$ cat src/rtl/tcc_pkg.sv
// Shared types and constants of the text console cursor engine.
// Holds the command format passed from the front end, through the queue,
// to the back end. No dependencies.
package tcc_pkg;

    localparam int LINE_WIDTH_DEF    = 80;
    localparam int SCREEN_CELLS_DEF  = 2000;
    localparam int CONSOLES_DEF      = 4;
    localparam int CONSOLE_CELLS_DEF = 4096;
    localparam int QUEUE_DEPTH_DEF   = 2;

    // The console index field is two bits wide, so at most four consoles are reachable.
    localparam int SLOTS  = 4;
    localparam int ADDR_W = 14;

    localparam logic [7:0] CHAR_NEWLINE   = 8'h0A;
    localparam logic [7:0] CHAR_BACKSPACE = 8'h08;
    localparam logic [7:0] CHAR_SPACE     = 8'h20;
    localparam logic [7:0] ATTR_RESET     = 8'h07;

    localparam logic [1:0] REQ_PUT         = 2'd0;
    localparam logic [1:0] REQ_SCROLL_UP   = 2'd1;
    localparam logic [1:0] REQ_SCROLL_DOWN = 2'd2;
    localparam logic [1:0] REQ_SELECT      = 2'd3;

    typedef enum logic [2:0] {
        OP_GLYPH,
        OP_NEWLINE,
        OP_BACKSPACE,
        OP_SCROLL_UP,
        OP_SCROLL_DOWN,
        OP_SELECT,
        OP_IGNORE
    } op_t;

    typedef struct packed {
        op_t        op;
        logic [1:0] console;
        logic [7:0] glyph;
    } cmd_t;

endpackage

$ cat src/rtl/tcc_front.sv
// Front end of the text console cursor engine: takes request beats and
// classifies them into commands for the queue. Depends on tcc_pkg.
module tcc_front #(
    parameter int CONSOLES = tcc_pkg::CONSOLES_DEF
) (
    input  logic         s_valid,
    output logic         s_ready,
    input  logic [1:0]   s_req_type,
    input  logic [1:0]   s_console_index,
    input  logic [7:0]   s_char_code,
    input  logic         queue_full,
    output logic         queue_push,
    output tcc_pkg::cmd_t queue_cmd
);
    import tcc_pkg::*;

    assign s_ready    = !queue_full;
    assign queue_push = s_valid && !queue_full;

    always_comb begin
        queue_cmd.console = s_console_index;
        queue_cmd.glyph   = s_char_code;
        queue_cmd.op      = OP_IGNORE;
        unique case (s_req_type)
            REQ_PUT: begin
                case (s_char_code)
                    CHAR_NEWLINE:   queue_cmd.op = OP_NEWLINE;
                    CHAR_BACKSPACE: queue_cmd.op = OP_BACKSPACE;
                    default:        queue_cmd.op = OP_GLYPH;
                endcase
            end
            REQ_SCROLL_UP:   queue_cmd.op = OP_SCROLL_UP;
            REQ_SCROLL_DOWN: queue_cmd.op = OP_SCROLL_DOWN;
            REQ_SELECT:      queue_cmd.op = OP_SELECT;
            default:         queue_cmd.op = OP_IGNORE;
        endcase
        // A console beyond the configured count leaves all state alone.
        if (int'(s_console_index) >= CONSOLES) begin
            queue_cmd.op = OP_IGNORE;
        end
    end

endmodule

$ cat src/rtl/tcc_queue.sv
// Short command queue between the front and back ends.
// Register based, one push and one pop per cycle. Depends on tcc_pkg.
module tcc_queue #(
    parameter int DEPTH = tcc_pkg::QUEUE_DEPTH_DEF
) (
    input  logic          aclk,
    input  logic          aresetn,
    input  logic          push,
    input  tcc_pkg::cmd_t push_cmd,
    output logic          full,
    input  logic          pop,
    output logic          not_empty,
    output tcc_pkg::cmd_t pop_cmd
);
    import tcc_pkg::*;

    localparam int PTR_W = $clog2(DEPTH);
    localparam int CNT_W = $clog2(DEPTH + 1);

    cmd_t             entry_reg [DEPTH];
    logic [PTR_W-1:0] wr_ptr_reg;
    logic [PTR_W-1:0] rd_ptr_reg;
    logic [CNT_W-1:0] count_reg;
    logic             do_push;
    logic             do_pop;

    assign full      = (count_reg == CNT_W'(DEPTH));
    assign not_empty = (count_reg != '0);
    assign pop_cmd   = entry_reg[rd_ptr_reg];
    assign do_push   = push && !full;
    assign do_pop    = pop && not_empty;

    always_ff @(posedge aclk) begin
        if (do_push) begin
            entry_reg[wr_ptr_reg] <= push_cmd;
        end
    end

    always_ff @(posedge aclk) begin
        if (!aresetn) begin
            wr_ptr_reg <= '0;
            rd_ptr_reg <= '0;
            count_reg  <= '0;
        end else begin
            if (do_push) begin
                wr_ptr_reg <= (wr_ptr_reg == PTR_W'(DEPTH - 1)) ? '0 : wr_ptr_reg + 1'b1;
            end
            if (do_pop) begin
                rd_ptr_reg <= (rd_ptr_reg == PTR_W'(DEPTH - 1)) ? '0 : rd_ptr_reg + 1'b1;
            end
            if (do_push && !do_pop) begin
                count_reg <= count_reg + 1'b1;
            end else if (do_pop && !do_push) begin
                count_reg <= count_reg - 1'b1;
            end
        end
    end

endmodule

$ cat src/rtl/tcc_back.sv
// Back end of the text console cursor engine: per-console cursor and view
// tables, command execution, view follow loop and the result register.
// Depends on tcc_pkg.
module tcc_back #(
    parameter int LINE_WIDTH    = tcc_pkg::LINE_WIDTH_DEF,
    parameter int SCREEN_CELLS  = tcc_pkg::SCREEN_CELLS_DEF,
    parameter int CONSOLE_CELLS = tcc_pkg::CONSOLE_CELLS_DEF
) (
    input  logic                       aclk,
    input  logic                       aresetn,
    input  logic                       queue_valid,
    input  tcc_pkg::cmd_t              queue_cmd,
    output logic                       queue_pop,
    input  logic [7:0]                 char_attr,
    output logic                       m_valid,
    input  logic                       m_ready,
    output logic                       m_mem_write,
    output logic [tcc_pkg::ADDR_W-1:0] m_mem_addr,
    output logic [7:0]                 m_mem_char,
    output logic [7:0]                 m_mem_attr,
    output logic [tcc_pkg::ADDR_W-1:0] m_cursor_pos,
    output logic [tcc_pkg::ADDR_W-1:0] m_view_start,
    output logic                       m_is_current
);
    import tcc_pkg::*;

    localparam int POS_W = $clog2(SLOTS * CONSOLE_CELLS + SCREEN_CELLS + LINE_WIDTH + 1);
    localparam int COL_W = $clog2(LINE_WIDTH);

    typedef enum logic [1:0] {
        ST_IDLE,
        ST_EXEC,
        ST_FOLLOW,
        ST_RESULT
    } state_t;

    state_t           state_reg;
    cmd_t             cmd_reg;
    logic [POS_W-1:0] cursor_reg [SLOTS];
    logic [POS_W-1:0] view_reg   [SLOTS];
    logic [COL_W-1:0] col_reg    [SLOTS];
    logic [1:0]       current_reg;
    logic             wr_reg;
    logic [POS_W-1:0] waddr_reg;
    logic [7:0]       wchar_reg;

    logic              m_valid_reg;
    logic              m_mem_write_reg;
    logic [ADDR_W-1:0] m_mem_addr_reg;
    logic [7:0]        m_mem_char_reg;
    logic [7:0]        m_mem_attr_reg;
    logic [ADDR_W-1:0] m_cursor_pos_reg;
    logic [ADDR_W-1:0] m_view_start_reg;
    logic              m_is_current_reg;

    logic [1:0]       con;
    logic [POS_W-1:0] cur;
    logic [POS_W-1:0] view;
    logic [COL_W-1:0] col;
    logic [POS_W-1:0] base;
    logic [POS_W-1:0] slice_end;
    logic [POS_W-1:0] view_bottom;
    logic [POS_W-1:0] cur_dec;
    logic [COL_W-1:0] col_inc;
    logic [COL_W-1:0] col_dec;
    logic             can_down;
    logic             need_follow;
    logic             can_put;
    logic             can_newline;
    logic             can_backspace;
    logic             out_free;

    // Every access works on the console of the command being executed.
    assign con         = cmd_reg.console;
    assign cur         = cursor_reg[con];
    assign view        = view_reg[con];
    assign col         = col_reg[con];
    assign base        = POS_W'(con) * POS_W'(CONSOLE_CELLS);
    assign slice_end   = base + POS_W'(CONSOLE_CELLS);
    assign view_bottom = view + POS_W'(SCREEN_CELLS);
    assign cur_dec     = cur - POS_W'(1);
    assign col_inc     = (col == COL_W'(LINE_WIDTH - 1)) ? '0 : col + 1'b1;
    assign col_dec     = (col == '0) ? COL_W'(LINE_WIDTH - 1) : col - 1'b1;

    assign can_down      = view_bottom < slice_end;
    assign need_follow   = (cur >= view_bottom) && can_down;
    assign can_put       = (cur + POS_W'(1)) < slice_end;
    assign can_newline   = (cur + POS_W'(LINE_WIDTH)) < slice_end;
    assign can_backspace = cur > base;

    assign out_free  = !m_valid_reg || m_ready;
    assign queue_pop = (state_reg == ST_IDLE) && queue_valid;

    always_ff @(posedge aclk) begin
        if (!aresetn) begin
            state_reg   <= ST_IDLE;
            current_reg <= '0;
            m_valid_reg <= 1'b0;
            for (int i = 0; i < SLOTS; i++) begin
                cursor_reg[i] <= POS_W'(i) * POS_W'(CONSOLE_CELLS);
                view_reg[i]   <= POS_W'(i) * POS_W'(CONSOLE_CELLS);
                col_reg[i]    <= '0;
            end
        end else begin
            // The result state sets the valid flag itself when it loads a beat.
            if (m_valid_reg && m_ready && state_reg != ST_RESULT) begin
                m_valid_reg <= 1'b0;
            end
            unique case (state_reg)
                ST_IDLE: begin
                    if (queue_valid) begin
                        cmd_reg   <= queue_cmd;
                        state_reg <= ST_EXEC;
                    end
                end
                ST_EXEC: begin
                    wr_reg    <= 1'b0;
                    waddr_reg <= cur;
                    wchar_reg <= cmd_reg.glyph;
                    state_reg <= ST_RESULT;
                    case (cmd_reg.op)
                        OP_GLYPH: begin
                            // The last cell of the slice is never written.
                            if (can_put) begin
                                wr_reg          <= 1'b1;
                                cursor_reg[con] <= cur + POS_W'(1);
                                col_reg[con]    <= col_inc;
                            end
                            state_reg <= ST_FOLLOW;
                        end
                        OP_NEWLINE: begin
                            if (can_newline) begin
                                cursor_reg[con] <= cur - POS_W'(col) + POS_W'(LINE_WIDTH);
                                col_reg[con]    <= '0;
                            end
                            state_reg <= ST_FOLLOW;
                        end
                        OP_BACKSPACE: begin
                            if (can_backspace) begin
                                wr_reg          <= 1'b1;
                                waddr_reg       <= cur_dec;
                                wchar_reg       <= CHAR_SPACE;
                                cursor_reg[con] <= cur_dec;
                                col_reg[con]    <= col_dec;
                            end
                            state_reg <= ST_FOLLOW;
                        end
                        OP_SCROLL_UP: begin
                            if (view > base) begin
                                view_reg[con] <= view - POS_W'(LINE_WIDTH);
                            end
                        end
                        OP_SCROLL_DOWN: begin
                            if (can_down) begin
                                view_reg[con] <= view + POS_W'(LINE_WIDTH);
                            end
                        end
                        OP_SELECT: begin
                            current_reg <= con;
                        end
                        default: begin
                        end
                    endcase
                end
                ST_FOLLOW: begin
                    // One line per cycle until the cursor is on screen or the
                    // view reaches the bottom of the slice.
                    if (need_follow) begin
                        view_reg[con] <= view + POS_W'(LINE_WIDTH);
                    end else begin
                        state_reg <= ST_RESULT;
                    end
                end
                ST_RESULT: begin
                    if (out_free) begin
                        m_valid_reg <= 1'b1;
                        state_reg   <= ST_IDLE;
                        if (cmd_reg.op == OP_IGNORE) begin
                            m_mem_write_reg  <= 1'b0;
                            m_mem_addr_reg   <= '0;
                            m_mem_char_reg   <= '0;
                            m_mem_attr_reg   <= '0;
                            m_cursor_pos_reg <= '0;
                            m_view_start_reg <= '0;
                            m_is_current_reg <= 1'b0;
                        end else begin
                            m_mem_write_reg  <= wr_reg;
                            m_mem_addr_reg   <= wr_reg ? waddr_reg[ADDR_W-1:0] : '0;
                            m_mem_char_reg   <= wr_reg ? wchar_reg : '0;
                            m_mem_attr_reg   <= wr_reg ? char_attr : '0;
                            m_cursor_pos_reg <= cur[ADDR_W-1:0];
                            m_view_start_reg <= view[ADDR_W-1:0];
                            m_is_current_reg <= (con == current_reg);
                        end
                    end
                end
                default: begin
                    state_reg <= ST_IDLE;
                end
            endcase
        end
    end

    assign m_valid      = m_valid_reg;
    assign m_mem_write  = m_mem_write_reg;
    assign m_mem_addr   = m_mem_addr_reg;
    assign m_mem_char   = m_mem_char_reg;
    assign m_mem_attr   = m_mem_attr_reg;
    assign m_cursor_pos = m_cursor_pos_reg;
    assign m_view_start = m_view_start_reg;
    assign m_is_current = m_is_current_reg;

endmodule

$ cat src/rtl/text_console_cursor_engine.sv
// An accepted request beat goes into the queue; the back end pops it in its idle state,
// executes it, for a put walks the view down one line per cycle as needed, and then
// loads the result register once the result channel is free. The back end sequencer runs
// one command at a time, so it takes a new request only after the last result is loaded.
// Reset (aresetn, synchronous, active low): cursors and views go to each slice base,
// console 0 is current, the attribute is 0x07, and the queue and result are empty.
module text_console_cursor_engine #(
    parameter int LINE_WIDTH    = tcc_pkg::LINE_WIDTH_DEF,
    parameter int SCREEN_CELLS  = tcc_pkg::SCREEN_CELLS_DEF,
    parameter int CONSOLES      = tcc_pkg::CONSOLES_DEF,
    parameter int CONSOLE_CELLS = tcc_pkg::CONSOLE_CELLS_DEF,
    parameter int QUEUE_DEPTH   = tcc_pkg::QUEUE_DEPTH_DEF
) (
    input  logic                       aclk,
    input  logic                       aresetn,
    // Attribute register write channel.
    input  logic                       cfg_valid,
    output logic                       cfg_ready,
    input  logic [7:0]                 cfg_data,
    // Request channel.
    input  logic                       s_valid,
    output logic                       s_ready,
    input  logic [1:0]                 s_req_type,
    input  logic [1:0]                 s_console_index,
    input  logic [7:0]                 s_char_code,
    // Result channel.
    output logic                       m_valid,
    input  logic                       m_ready,
    output logic                       m_mem_write,
    output logic [tcc_pkg::ADDR_W-1:0] m_mem_addr,
    output logic [7:0]                 m_mem_char,
    output logic [7:0]                 m_mem_attr,
    output logic [tcc_pkg::ADDR_W-1:0] m_cursor_pos,
    output logic [tcc_pkg::ADDR_W-1:0] m_view_start,
    output logic                       m_is_current
);
    import tcc_pkg::*;

    logic       char_attr_reg;
    logic [7:0] char_attr_q_reg;
    logic       queue_full;
    logic       queue_push;
    logic       queue_pop;
    logic       queue_valid;
    cmd_t       push_cmd;
    cmd_t       pop_cmd;

    // The attribute register takes a write beat in any cycle. The user must write it
    // only while the engine is idle so a command never sees it change; this is not enforced.
    assign cfg_ready = 1'b1;

    always_ff @(posedge aclk) begin
        if (!aresetn) begin
            char_attr_reg   <= 1'b0;
            char_attr_q_reg <= ATTR_RESET;
        end else if (cfg_valid) begin
            char_attr_reg   <= 1'b1;
            char_attr_q_reg <= cfg_data;
        end
    end

    // The front end classifies each beat into a command: glyph, newline,
    // backspace, scroll, select, or ignore for a console outside the set.
    tcc_front #(
        .CONSOLES (CONSOLES)
    ) u_front (
        .s_valid         (s_valid),
        .s_ready         (s_ready),
        .s_req_type      (s_req_type),
        .s_console_index (s_console_index),
        .s_char_code     (s_char_code),
        .queue_full      (queue_full),
        .queue_push      (queue_push),
        .queue_cmd       (push_cmd)
    );

    // The queue lets the requester run ahead while the back end is busy
    // following the cursor or waiting on a stalled result.
    tcc_queue #(
        .DEPTH (QUEUE_DEPTH)
    ) u_queue (
        .aclk      (aclk),
        .aresetn   (aresetn),
        .push      (queue_push),
        .push_cmd  (push_cmd),
        .full      (queue_full),
        .pop       (queue_pop),
        .not_empty (queue_valid),
        .pop_cmd   (pop_cmd)
    );

    // The back end owns the cursor and view tables and the result register.
    // A put updates the cursor, then the view walks down a line per cycle
    // until the cursor is visible or the slice bottom is reached.
    tcc_back #(
        .LINE_WIDTH    (LINE_WIDTH),
        .SCREEN_CELLS  (SCREEN_CELLS),
        .CONSOLE_CELLS (CONSOLE_CELLS)
    ) u_back (
        .aclk         (aclk),
        .aresetn      (aresetn),
        .queue_valid  (queue_valid),
        .queue_cmd    (pop_cmd),
        .queue_pop    (queue_pop),
        .char_attr    (char_attr_reg ? char_attr_q_reg : ATTR_RESET),
        .m_valid      (m_valid),
        .m_ready      (m_ready),
        .m_mem_write  (m_mem_write),
        .m_mem_addr   (m_mem_addr),
        .m_mem_char   (m_mem_char),
        .m_mem_attr   (m_mem_attr),
        .m_cursor_pos (m_cursor_pos),
        .m_view_start (m_view_start),
        .m_is_current (m_is_current)
    );

endmodule

$ cat config.mk
export PLATFORM = sky130hd
export DESIGN_NAME = text_console_cursor_engine
export DESIGN_NICKNAME = d
export VERILOG_FILES = /design/src/rtl/tcc_pkg.sv /design/src/rtl/tcc_front.sv /design/src/rtl/tcc_queue.sv /design/src/rtl/tcc_back.sv /design/src/rtl/text_console_cursor_engine.sv
export SDC_FILE = /design/constraint.sdc
export NUM_CORES = 1
export LEC_CHECK = 0
export ABC_AREA = 1
export BUFFER_PORTS_ARGS = -buffer_cell sky130_fd_sc_hd__buf_2
export CELL_PAD_IN_SITES_DETAIL_PLACEMENT = 0
export CELL_PAD_IN_SITES_GLOBAL_PLACEMENT = 2
export CORE_MARGIN = 2
export CORE_UTILIZATION = 43
export DETAILED_ROUTE_END_ITERATION = 16
export PLACE_DENSITY_LB_ADDON = 0.1
export SLEW_MARGIN = 20
export SYNTH_ARGS = -nofsm -noshare
export SYNTH_HDL_FRONTEND = slang
export SYNTH_HIERARCHICAL = 1
export SYNTH_SLANG_ARGS = --single-unit
export TNS_END_PERCENT = 1
$ cat constraint.sdc
create_clock -name aclk -period 15.5 [get_ports aclk]
set_clock_uncertainty 0.05 [all_clocks]
set_input_delay 2.325 -clock aclk [delete_from_list [all_inputs] [get_ports aclk]]
set_output_delay 2.325 -clock aclk [all_outputs]
set_load 0.01 [all_outputs]
-- Yosys cells after proc, flatten, opt, wreduce, memory -nomap -nowiden
Memory sizes are Yosys's and may differ from the RTL's. A register that Yosys moved wholly into a read port is not among the register bits.
Index checks and enable logic that the tools add are counted.
- order comparisons: 6
- shift-type cells: 0
- multiplexer cells: 69
- eq/ne operators: 21
- reductions and logical operators: 31
- multiply operators: 0
- divide/modulo/power cells: 0
- bitwise operators: 8
- add/subtract/negate cells: 15
- operators with widths (cell ; count):
    15-bit 2-to-1 mux ; 6
    15-bit by 7-bit adder with 15-bit output (second input constant) ; 3
    15-bit less-than comparator ; 3
    1-bit 2-to-1 mux ; 41
    7-bit 2-to-1 mux ; 5
    15-bit by 14-bit greater-than comparator with 1-bit output ; 2
    15-bit OR reduction ; 2
    14-bit 2-to-1 mux ; 2
    8-bit by 4-bit equality test with 1-bit output (second input constant) ; 2
    2-bit 2-to-1 mux ; 8
    8-bit 2-to-1 mux ; 2
    14-bit by 13-bit adder with 15-bit output (second input constant) ; 1
    15-bit by 1-bit adder with 15-bit output (second input constant) ; 1
    15-bit by 11-bit adder with 15-bit output (second input constant) ; 1
    15-bit greater-or-equal comparator ; 1
    15-bit by 1-bit subtractor with 15-bit output (second input constant) ; 1
    15-bit by 7-bit subtractor with 15-bit output ; 1
    15-bit by 7-bit subtractor with 15-bit output (second input constant) ; 1
    3-bit one-hot mux with 4 select lines ; 1
    2-bit equality test (second input constant) ; 5
    3-bit equality test (second input constant) ; 3
    1-bit logical AND ; 9
    3-bit AND reduction ; 3
    2-bit one-hot mux with 4 select lines ; 1
    27 further kinds ; 45
- latch bits: 0
- RAM bits: 174
- logic and storage cells: 173
- bits in read-only memories: 0
- output and inout bits: 63
- memories: 4
- flip-flop bits (word level): 101
- bits of input ports: 25
- memory list (memory ; words ; bits a word ; read ports ; clocked after Yosys merged registers in ; wr ports ; line ; RTL):
    u_back.cursor_reg ; 4 ; 15 ; 1 ; 0 ; 4 ; tcc_back.sv:39 ; logic [POS_W-1:0] cursor_reg [SLOTS];
    u_back.view_reg ; 4 ; 15 ; 1 ; 0 ; 4 ; tcc_back.sv:40 ; logic [POS_W-1:0] view_reg [SLOTS];
    u_back.col_reg ; 4 ; 7 ; 1 ; 0 ; 4 ; tcc_back.sv:41 ; logic [COL_W-1:0] col_reg [SLOTS];
    u_queue.entry_reg ; 2 ; 13 ; 1 ; 1 ; 1 ; tcc_queue.sv:20 ; cmd_t entry_reg [DEPTH];

-- Longest topological paths before layout
An unclocked memory read counts as a cell.
- depth after elaboration: 12
- depth in mapped cells: 30

-- Modules after synthesis
Netlist, hierarchy kept.
- modules (own cells, without submodules) (module ; area each (um^2) ; cells each ; instances ; seq. area each (um^2)):
    tcc_back ; 14387.5 ; 1550 ; 1 ; 7467.2
    tcc_queue ; 1223.7 ; 77 ; 1 ; 880.8
    text_console_cursor_engine ; 409.1 ; 63 ; 1 ; 180.2
    tcc_front ; 191.4 ; 37 ; 1 ; 0.0

-- Least setup slack after synthesis
Ideal clock, no wire load.
- path type: in2reg
- start point: in aresetn
- end point: reg u_back.m_cursor_pos_reg[0], in the netlist u_back/m_cursor_pos[0], enable pin
- data required time: 14.898 ns
- stages on the path: 2
- library setup time: 0.552 ns
- setup slack: 8.421 ns
- arrival time: 6.477 ns
- buffers on the path: 0
- cell sequence: inv_1 > nor3_1
- longest elaborated chain between the ends: 1
- ends and longest elaborated chain (what ; line ; RTL):
    start, declared ; text_console_cursor_engine.sv:15 ; input logic aresetn,
    3-bit AND reduction (no line) ; - ;
    end signal, assigned ; tcc_back.sv:191 ; m_cursor_pos_reg <= cur[ADDR_W-1:0];
    end, declared ; tcc_back.sv:52 ; logic [ADDR_W-1:0] m_cursor_pos_reg;
Every way passes these cells.
A chain may end at the register's enable or synchronous reset.

==> metrics <==
worst vdd ir=0.0001035 V; Power per Cell Area=195.0 nW/um^2; Compound-Gate Fraction of Synth Area=5.356%; dominant combinational cell family by area after synthesis=simple AND/OR/NAND/NOR gates; path depth of the worst reg2reg path=15; fraction of power consumed by combinational cells=46.9%; Critical Path Fanout Max=58; PostCTS Resize Cnt=0; CTS sink count=291; largest stage delay on the critical path=880 ps; number of nets produced by synthesis=1826; Synth Instances=1727; number of flops mapped to enable cells by yosys=270; wire length after detailed routing=40.92 mm; number of H-tree branching levels=2; CP cell instances=buf_4 > nand2_1 > a32o_1 > inv_1 > ha_1 > nand2_1 > nor2_1 > nand3_1 > xor2_1 > ha_1 > a2111oi_0 > nand2_2 > nand2_2 > nand3_4 > nand2_1; Post-CTS Hold Buffers=0; Nets=1891; xor/xnor cell area share of the yosys netlist=3.241%; maximum number of pins on one net before global-route repair=71; number of nets with antenna violations after routing=0; Finish-stage setup viols=0; endpoint of the most critical register-to-register path=u_back/col_reg[2][2]; via count=11497; buffer cell driving the clock tree root=sky130_fd_sc_hd__clkbuf_16; final weighted congestion of routability-driven global placement=0.8669; number of hold violations in the final report=0; initial antenna violation count=0; violation count after the first detailed-route iteration=596; Cell Rows=71; worst slack after detailed placement=8949 ps; die outline area=39270 sq um; average wire per cell in the routed design=17.59 um; run status=completed; cell leakage power=0.007812 uW; DR pass1 iterations=5; Final HPWL DP=28.57 mm; Synthesis Warnings=6; post-layout worst setup margin=9034 ps; Adder-Cell Fraction of Synth Area=5.758%; Filler cells=3673; leading register cell type out of synthesis=sky130_fd_sc_hd__edfxtp_1; Horiz. Die Dim=198.2 um; switching portion of total power=42.58%; post-synthesis async set-or-reset flop share=0%; Post-CTS Repair Setup Buffers=0; max-slew headroom at the worst pin=30.32%; area of combinational cells with multiple inputs=6294 sq um; syn avg cell area=9.387 sq um; crit path DAT=6560 ps; Final period util=41.72%; setup tns final=0 ps; maximum frequency from static timing analysis=154.6 MHz; crit-path most repeated cell=sky130_fd_sc_hd__nand2_1; endpoint type of the worst setup path=register; Buffers & Inverters on Critical Path=2; clock-pin slew on the worst setup and hold paths=60 ps; multiplexer share of the synthesized area=1.135%; number of DRC violations after detailed routing=0; effective utilization at floorplan=43.35%; post-synthesis cell type count=55; path length in cells of the critical path=15; startpoint type of the worst setup path=register; sw power=1494 uW; core outline area=37400 sq um; reg-to-reg slack, setup=9030 ps; register area share after synthesis=52.60%; Final min period=6466 ps; share of cells above drive strength 1=14.49%; instance area after placement=16840 sq um; count of state elements after synthesis=291; number of port buffers=86; post-synthesis simple-gate area fraction=23.20%; Worst Max-Slew Pin Slew=1043 ps; total non-filler cell area in the finished layout=17990 sq um; source-to-sink clock delay at the later pin of the worst-skew pair=530 ps; Vias per Instance=4.943; sum of overflow across all layers after global routing=0; internal power=2015 uW; overall die height=198.2 um; Seq. cell area=8529 sq um; area growth from synthesis to layout=11.00%; diode insertion count for antenna repair=0; kind of critical path=register to register; synthesized cell area=16210 sq um; Final Max Tran Viols=0; CP delay by family, top=simple AND/OR/NAND/NOR gates; global-route wire length before repair=63.65 mm; cts bufs inserted=35; Sequential Power Share=29.7%; clock tree buffer depth=3; TritonCTS clock tree=yes; via count of the first global-routing pass=11205; worst min-delay path category=register to register; # IOs=88; Hold WS=404.4 ps; required time reported for the critical path endpoint=15600 ps; Critical path destination=u_back/col_reg[2][2]; Max-cap violations=0; worst-path cell with the longest stage delay=sky130_fd_sc_hd__nand2_1; All-Layer GR Usage=21.50%; clock network fraction of total power=23.4%; unrepaired setup endpoints after global routing=false
-- tightest hold or removal path, cell delays in order, from the launching register on --
cell	delay, ps
sky130_fd_sc_hd__dfxtp_1	320
sky130_fd_sc_hd__nand2_1	50
sky130_fd_sc_hd__nand3_1	50
-- layout by cell type (no fill, tap or decap), types with 6 or more instances in the layout --
cell type / n
sky130_fd_sc_hd__nand3_2: 13
sky130_fd_sc_hd__nor2_2: 14
sky130_fd_sc_hd__edfxtp_1: 270
sky130_fd_sc_hd__buf_4: 12
sky130_fd_sc_hd__inv_2: 14
sky130_fd_sc_hd__buf_2: 86
sky130_fd_sc_hd__dfxtp_1: 20
sky130_fd_sc_hd__nand4_1: 22
sky130_fd_sc_hd__o21ai_0: 57
sky130_fd_sc_hd__o21ai_1: 6
sky130_fd_sc_hd__nor3_1: 15
sky130_fd_sc_hd__mux2_4: 10
sky130_fd_sc_hd__nand2_1: 370
sky130_fd_sc_hd__xor2_1: 57
sky130_fd_sc_hd__nor2_1: 244
sky130_fd_sc_hd__o211ai_1: 7
sky130_fd_sc_hd__clkbuf_16: 35
sky130_fd_sc_hd__ha_1: 73
sky130_fd_sc_hd__a21oi_1: 45
sky130_fd_sc_hd__inv_1: 213
sky130_fd_sc_hd__clkbuf_1: 7
sky130_fd_sc_hd__nand3_1: 103
sky130_fd_sc_hd__nand3_4: 7
sky130_fd_sc_hd__nand2_2: 30
-- logic make-up (layout without fill, tap and decap cells) --
group	count (synthesis)	count (layout)
and+or+nand+nor	842	842
buffers and inverters	299	387
DFF	291	291
AOI/OAI and AO/OA	147	147
adders and majority gates	74	74
xor gates and xnor gates	60	60
muxes	13	13
other	1	1
-- synthesized netlist by cell type (4+ instances only) --
cell type / count / area (sq um)
sky130_fd_sc_hd__nand3_1: 103 / 515.5
sky130_fd_sc_hd__o21ai_1: 6 / 30.03
sky130_fd_sc_hd__edfxtp_1: 270 / 8108
sky130_fd_sc_hd__nand3_4: 7 / 122.6
sky130_fd_sc_hd__nor2_1: 246 / 923.4
sky130_fd_sc_hd__dfxtp_1: 21 / 420.4
sky130_fd_sc_hd__clkbuf_1: 11 / 41.29
sky130_fd_sc_hd__o21ai_2: 5 / 43.79
sky130_fd_sc_hd__inv_2: 14 / 52.55
sky130_fd_sc_hd__a21oi_1: 45 / 225.2
sky130_fd_sc_hd__mux2_4: 10 / 150.1
sky130_fd_sc_hd__o21bai_1: 5 / 37.54
sky130_fd_sc_hd__o21ai_0: 57 / 285.3
sky130_fd_sc_hd__inv_1: 213 / 799.5
sky130_fd_sc_hd__buf_6: 24 / 270.3
sky130_fd_sc_hd__nor3_1: 17 / 85.08
sky130_fd_sc_hd__xor2_1: 57 / 499.2
sky130_fd_sc_hd__nand3_2: 13 / 130.1
sky130_fd_sc_hd__nor2_2: 12 / 75.07
sky130_fd_sc_hd__nand2_2: 29 / 181.4
sky130_fd_sc_hd__ha_1: 73 / 913.4
sky130_fd_sc_hd__buf_4: 19 / 142.6
sky130_fd_sc_hd__nand2_4: 5 / 56.30
sky130_fd_sc_hd__a32oi_1: 4 / 35.03
sky130_fd_sc_hd__nand4_1: 22 / 137.6
sky130_fd_sc_hd__nand2_1: 371 / 1393
sky130_fd_sc_hd__o211ai_1: 7 / 52.55
sky130_fd_sc_hd__or2_1: 5 / 31.28
sky130_fd_sc_hd__buf_2: 14 / 70.07
-- cell type report --
cell class	instances	area share [%]
Tap cell	511	3.553
Multi-Input combinational cell	1137	34.97
Clock buffer	44	5.166
Timing Repair Buffer	98	2.892
Clock inverter	16	1.210
Inverter	229	4.805
Sequential cell	291	47.40
-- per-layer routing --
| layer | up-vias | part of all wire (%) | global-route usage, % |
|---|---|---|---|
| met3 | 51 | 3.9 | 3.458 |
| met4 | 0 | 2.3 | 6.071 |
| met5 | - | 0 | 0 |
| met2 | 214 | 48 | 36.39 |
| met1 | 5457 | 46 | 28.52 |
| li1 | 5775 | - | - |
-- worst min-delay path by stage --
| stage | start | to | cells past startpoint |
|---|---|---|---|
| after global placement | char_attr_q_reg[1] | char_attr_q_reg[1] | 2 |
| after detailed placement | char_attr_q_reg[0] | char_attr_q_reg[0] | 2 |
| after global routing | char_attr_q_reg[1] | char_attr_q_reg[1] | 2 |
| final | char_attr_q_reg[0] | char_attr_q_reg[0] | 2 |
| after CTS | char_attr_q_reg[0] | char_attr_q_reg[0] | 2 |
| after floorplan | char_attr_q_reg[0] | char_attr_q_reg[0] | 2 |
-- power by group through the flow --
stage	Sequential [uW]	Combinational (uW)	Clock [uW]
2_1_floorplan	1040	1220	0
4_1_cts	1040	1660	847
3_5_place_dp	1060	1640	0
5_1_grt	1050	1850	875
3_3_place_gp	1060	1650	0
6_report	1040	1650	821
-- metrics by stage --
step                total power [uW]  std cells  utilization, %
global placement                2711       2266           45.03
detailed placement              2703       2266           45.03
global route                    3777       2326           48.11
CTS                             3546       2326           48.09
finish                          3509       2326           48.11
floorplan                       2257       1727               -
(Power assumes the default switching activity.)
